--- config.mk ---
export PLATFORM = sky130hd
export DESIGN_NAME = eab_lane
export DESIGN_NICKNAME = d
export VERILOG_FILES = /design/src/eab_pkg.sv /design/src/eab_lane.sv
export SDC_FILE = /design/constraint.sdc
export NUM_CORES = 2
export LEC_CHECK = 0
export BUFFER_PORTS_ARGS = -buffer_cell sky130_fd_sc_hd__clkbuf_2
export CELL_PAD_IN_SITES_DETAIL_PLACEMENT = 1
export CELL_PAD_IN_SITES_GLOBAL_PLACEMENT = 1
export CORE_MARGIN = 2
export CORE_UTILIZATION = 45
export CTS_CLUSTER_SIZE = 25
export DETAILED_ROUTE_END_ITERATION = 8
export HOLD_SLACK_MARGIN = 0.05
export MAX_ROUTING_LAYER = met4
export PLACE_DENSITY = 0.75
export SYNTH_ARGS = -nofsm -noshare
export SYNTH_HDL_FRONTEND = slang
export SYNTH_SLANG_ARGS = --single-unit
--- constraint.sdc ---
create_clock -name i_clk -period 6.45 [get_ports i_clk]
set_input_delay 1.29 -clock i_clk [delete_from_list [all_inputs] [get_ports i_clk]]
set_output_delay 1.29 -clock i_clk [all_outputs]
set_load 0.01 [all_outputs]
--- src/eab_pkg.sv ---
// eab_pkg: shared types, constants and arctangent table for the
// euler-angle basis vector block. no dependencies.
`default_nettype none
package eab_pkg;
    localparam int TableLen = 24;
    localparam int AngW = 18;
    localparam int QW = 32;
    localparam int OutW = 16;
    localparam int ZW = 24;
    localparam logic signed [QW-1:0] GainQ30 = 32'sd652032874;
    localparam logic signed [AngW:0] TurnUnits = 19'sd92160;
    localparam logic signed [AngW:0] HalfTurn = 19'sd46080;
    localparam logic signed [AngW:0] QuarterTurn = 19'sd23040;

    typedef logic signed [QW-1:0] t_q30;
    typedef logic signed [OutW-1:0] t_q15;

    typedef struct packed {
        logic signed [ZW-1:0] z;
        logic                 neg;
    } t_fold;

    function automatic logic signed [ZW-1:0] atan_q16(input logic [4:0] idx);
        logic signed [ZW-1:0] v;
        case (idx)
            5'd0: v = 24'sd2949120;
            5'd1: v = 24'sd1740967;
            5'd2: v = 24'sd919879;
            5'd3: v = 24'sd466945;
            5'd4: v = 24'sd234379;
            5'd5: v = 24'sd117304;
            5'd6: v = 24'sd58666;
            5'd7: v = 24'sd29335;
            5'd8: v = 24'sd14668;
            5'd9: v = 24'sd7334;
            5'd10: v = 24'sd3667;
            5'd11: v = 24'sd1833;
            5'd12: v = 24'sd917;
            5'd13: v = 24'sd458;
            5'd14: v = 24'sd229;
            5'd15: v = 24'sd115;
            5'd16: v = 24'sd57;
            5'd17: v = 24'sd29;
            5'd18: v = 24'sd14;
            5'd19: v = 24'sd7;
            5'd20: v = 24'sd4;
            5'd21: v = 24'sd2;
            5'd22: v = 24'sd1;
            default: v = '0;
        endcase
        return v;
    endfunction

    // rounded q30 product, floor shift
    function automatic t_q30 mul_q30(input t_q30 a, input t_q30 b);
        logic signed [2*QW-1:0] p;
        p = 64'(a) * 64'(b) + 64'sd536870912;
        return t_q30'(p >>> 30);
    endfunction

    function automatic t_q15 to_q15(input logic signed [QW+1:0] v);
        logic signed [QW+1:0] r;
        r = (v + 34'sd16384) >>> 15;
        if (r > 34'sd32767) return 16'sh7fff;
        if (r < -34'sd32768) return 16'sh8000;
        return t_q15'(r);
    endfunction
endpackage
`default_nettype wire

--- src/eab_lane.sv ---
// eab_lane: one angle lane; reduces the angle and runs a pipelined cordic.
// depends on eab_pkg.
`default_nettype none
module eab_lane
    import eab_pkg::*;
#(
    parameter int STEPS = 16
) (
    input  wire              i_clk,
    input  wire              i_en,
    input  wire [AngW-1:0]   i_angle,
    output t_q30             o_sin,
    output t_q30             o_cos
);
    localparam int NS = (STEPS > TableLen) ? TableLen : STEPS;

    t_fold fold;
    logic signed [AngW:0] a, m;
    t_q30 r_x [NS+1];
    t_q30 r_y [NS+1];
    logic signed [ZW-1:0] r_z [NS+1];
    logic r_neg [NS+1];

    // modulo via compare/subtract: |a| <= 2^17 < 2*92160
    always_comb begin
        a = {i_angle[AngW-1], i_angle};
        m = a;
        if (m < 0) m = m + TurnUnits;
        if (m >= TurnUnits) m = m - TurnUnits;
        if (m > HalfTurn) m = m - TurnUnits;
        fold.neg = 1'b0;
        if (m > QuarterTurn) begin
            m = m - HalfTurn;
            fold.neg = 1'b1;
        end else if (m < -QuarterTurn) begin
            m = m + HalfTurn;
            fold.neg = 1'b1;
        end
        fold.z = ZW'(m) <<< 8;
    end

    always_ff @(posedge i_clk) begin
        if (i_en) begin
            r_x[0] <= GainQ30;
            r_y[0] <= '0;
            r_z[0] <= fold.z;
            r_neg[0] <= fold.neg;
        end
    end

    for (genvar g = 0; g < NS; g++) begin : g_step
        always_ff @(posedge i_clk) begin
            if (i_en) begin
                r_neg[g+1] <= r_neg[g];
                if (!r_z[g][ZW-1]) begin
                    r_x[g+1] <= r_x[g] - (r_y[g] >>> g);
                    r_y[g+1] <= r_y[g] + (r_x[g] >>> g);
                    r_z[g+1] <= r_z[g] - atan_q16(5'(g));
                end else begin
                    r_x[g+1] <= r_x[g] + (r_y[g] >>> g);
                    r_y[g+1] <= r_y[g] - (r_x[g] >>> g);
                    r_z[g+1] <= r_z[g] + atan_q16(5'(g));
                end
            end
        end
    end

    assign o_sin = r_neg[NS] ? -r_y[NS] : r_y[NS];
    assign o_cos = r_neg[NS] ? -r_x[NS] : r_x[NS];
endmodule
`default_nettype wire

==> results_tabular.tex <==
\begin{tabular}{lr}
\hline
Metric & Value \\
\hline
\multicolumn{2}{l}{\textbf{Run status}} \\
Result of the run & finished, final reports clean \\
\multicolumn{2}{l}{\textbf{Logic synthesis}} \\
Most used standard cell by instance count after synthesis & edfxtp\_1 \\
Count of yosys warnings during synthesis & 0 \\
Post-Synthesis Mean Instance Area & just under 10 um2 \\
Synthesized netlist net count & 12140 \\
Top post-synthesis cells by count & 1280 x edfxtp\_1, 1209 x ha\_1, 1129 x xnor2\_1 \\
Number of enable-type register cells in the synthesized netlist & roughly 1300 \\
Fraction of registers with async set/reset & 0\% \\
Cell type with the highest aggregate area in the netlist & edfxtp\_1 \\
Area fraction of the dominant cell type after synthesis & 36.29\% \\
Synthesized instance count & 10870 \\
Post-synthesis instance area & about 0.11 mm2 \\
Portion of the post-synthesis area used by sequential elements & between 30\% and 40\% \\
Count of cell types in the netlist & between 90 and 100 \\
Ranking of synthesized cells by area & edfxtp\_1 36\%, ha\_1 14\%, xnor2\_1 9.3\% \\
Flop and latch count out of synthesis & roughly 1300 \\
Post-synth top flop & edfxtp\_1 \\
\multicolumn{2}{l}{\textbf{Global routing}} \\
Pin count of the biggest net entering global routing & 155 \\
Global-route wire length before repair & roughly 500 mm \\
Total GRT Usage & between 20\% and 30\% \\
Vias in the first global route & around 88000 \\
Antenna violations before repair & 6 \\
Overall overflow remaining after global route & 0 \\
\multicolumn{2}{l}{\textbf{Worst setup path}} \\
Critical path class & reg2out \\
Cell with the biggest individual delay on the critical path & or4\_4 \\
Cell-by-cell listing of the critical path & or4\_1, or2\_1, or3\_1, or2\_1, or4\_4, or4\_4, or4\_4, or3\_4, o31ai\_4, xnor2\_2, buf\_2 \\
Data required time at the worst endpoint & 5.16 ns \\
Data arrival time of the critical path & around 5 ns \\
Maximum cell stage delay along the critical path & 0.56 ns \\
CP endpoint kind & output port \\
Critical path's top delay family & simple AND/OR/NAND/NOR gates \\
Critical-path maximum fanout & 3 \\
Cell with the most instances on the worst path & or4\_4 \\
Buffers and inverters on the worst path & 1 \\
Startpoint Class & flip-flop \\
\multicolumn{2}{l}{\textbf{Cells and area}} \\
Share of final-layout standard cells stronger than drive strength 1 & under 10\% \\
Final layout net count & around 12000 \\
Share of the core filled with cells & about 49\% \\
Area added between synthesis and finish & 9.309\% \\
Non-filler cells, final & roughly 14000 \\
Final Instance Area & around 0.12 mm2 \\
Total of fill cells in the finished design & 26460 \\
\multicolumn{2}{l}{\textbf{Clock tree}} \\
CTS clock-pin slew for the worst setup and hold paths & 0.06 ns \\
Root Driver & clkbuf\_16 \\
Number of H-tree levels & 4 \\
Clock tree from TritonCTS & done \\
Clk\_lat worst skew & roughly 0.85 ns \\
Hold bufs inserted after CTS & 0 \\
Maximum buffer depth of the clock tree & 3 \\
Total CTS buffers & 156 \\
\# clock sinks & $\sim$1300 \\
\multicolumn{2}{l}{\textbf{Placement}} \\
Final GP Congestion & 0.9360 \\
IO buf count & 83 \\
Total instance count after detailed placement & 14070 \\
Cell area after placement & 0.1107 mm2 \\
HPWL reported at the end of detailed placement & approximately 250 mm \\
\multicolumn{2}{l}{\textbf{Run}} \\
Max cap viols & 0 \\
\multicolumn{2}{l}{\textbf{Route}} \\
Iteration count of the initial detailed-routing pass & 6 \\
Antenna Violating Nets Remaining & 0 \\
DRC & 0 \\
Overall via count from detail\_route & 84470 \\
Avg Vias per Cell & slightly below 6 \\
Average routed wire per standard cell & 21.99 um \\
Number of DRC violations after detailed-routing iteration 0 & roughly 5100 \\
Wire length reported by the detailed router & 315.8 mm \\
\multicolumn{2}{l}{\textbf{STA}} \\
Minimum clock period & around 6.3 ns \\
Setup skew after layout & approximately 0.032 ns \\
Setup repair after global routing missed its margin & true \\
Hold Vio Cnt, Final & 0 \\
FMAX & around 0.16 GHz \\
Transition time of the tightest slew-check pin & $\sim$1.0 ns \\
Relative slew slack & 29.53\% \\
Tightest hold margin & between 0.4 and 0.5 ns \\
Max-slew violations & 0 \\
Share of the clock period used by the worst path & between 90\% and 100\% \\
Final setup vio count & 0 \\
\multicolumn{2}{l}{\textbf{Min path}} \\
Hold crit path type & reg2reg \\
\multicolumn{2}{l}{\textbf{Floorplanning}} \\
Ports & 84 \\
Initial core utilization & 45.12\% \\
Area of the core & between 0.2 and 0.25 mm2 \\
Height of the die & approximately 490 um \\
Die area & $\sim$0.24 mm2 \\
Number of rows created at floorplan & approximately 180 \\
Chip width & approximately 490 um \\
\hline
\end{tabular}
final cells by class:
class / instances / area, um2 / area share (%)
flip-flops and latches: 1280 / 38440 / 33.20
multi-input cells: 9014 / 65330 / 56.42
repair buffers: 213 / 1456 / 1.258
well taps: 3150 / 3941 / 3.404
clock inverters: 104 / 1015 / 0.8764
inverters: 414 / 1554 / 1.342
clock buffers: 181 / 4040 / 3.490
diodes: 3 / 7.507 / 0.006484
cell usage in the layout (no fill, tap or decap), types with 76 or more instances in the layout:
cell / synthesis / final
nand3_1: 203 / 203
o31ai_1: 145 / 145
clkbuf_2: 0 / 81
xnor2_1: 1129 / 1128
ha_1: 1209 / 1209
clkbuf_16: 0 / 158
o21bai_1: 103 / 103
nand2_1: 632 / 630
nor2b_1: 159 / 159
and3_1: 76 / 76
nand2b_1: 137 / 137
a21oi_1: 1063 / 1063
xor2_1: 579 / 579
buf_4: 2 / 126
a31oi_1: 78 / 78
or3_1: 154 / 154
o21a_1: 159 / 159
a211oi_1: 96 / 96
or2_2: 76 / 76
nor3_1: 335 / 335
nor4_1: 77 / 77
a21o_1: 372 / 372
inv_1: 405 / 405
edfxtp_1: 1280 / 1280
nor2_1: 848 / 848
o21ai_0: 563 / 563
state kept, by name, summed over array words and instances, names as in the netlist:
signal and flops:
r_y 481, r_z 326, r_neg 17, r_x 456
cells by family after synthesis:
kind of cell	share of synthesized area (%)
AO/OA/AOI/OAI	17.91
XOR/XNOR	14.19
adder cells (fa/ha/maj)	15.06
buffers and inverters	2.070
flip-flops	36.29
multiplexers	0.9781
AND/OR/NAND/NOR	13.50
final timing paths:
| check | end | cells after the start | from | slack (ns) |
|---|---|---|---|---|
| hold reg to reg | r_neg[0][15] | 0 | r_neg[0][14] | 0.42 |
| setup / recovery | o_cos[29] | 11 | r_x[16][4] | 0.14 |
| setup reg to reg | r_x[6][31] | 19 | r_y[5][5] | 0.43 |
| hold / removal | r_neg[0][15] | 0 | r_neg[0][14] | 0.42 |
through the flow:
stage | TNS, ns | worst slack [ns]
global route | -0.02553 | -0.02553
detailed placement | 0 | 0.1412
global placement | 0 | 0.2981
finish | 0 | 0.1352
CTS | 0 | 0.09332
floorplan | 0 | 0.3241
worst reg2reg max path, stage by stage (launching register included):
cell and delay [ns]:
edfxtp_1 0.48, inv_1 0.11, ha_1 0.19, nand2b_1 0.12
or4b_2 0.70, or2_2 0.37, or4_1 0.55, nor3_1 0.45
nor2_1 0.11, xnor2_1 0.22, ha_1 0.31, and3_1 0.22
a221oi_1 0.46, o21ai_0 0.24, or2_2 0.33, a21oi_1 0.18
o31a_1 0.28, o311ai_0 0.17, a21oi_1 0.20, xnor2_1 0.09
per-layer routing:
layer  global-route usage (%)  wire length, um  share of wire, %  vias to the layer above
met5                        -                0                 0                        -
met4                    7.855             9486               3.0                        0
met3                    2.710            11170               3.5                      435
met2                    46.03           155200                49                     1450
met1                    33.19           140000                44                    41860
li1                         -                -                 -                    40720
repair_timing:
action / 4_1_cts / 5_1_grt
resized for setup: 0 / 6
buffers inserted: 0 / 2
setup endpoints to repair: 0 / 3
Power is left out: the tool's default activity adds up to more than one toggle a clock period on the data nets, which glitch-free logic cannot reach.
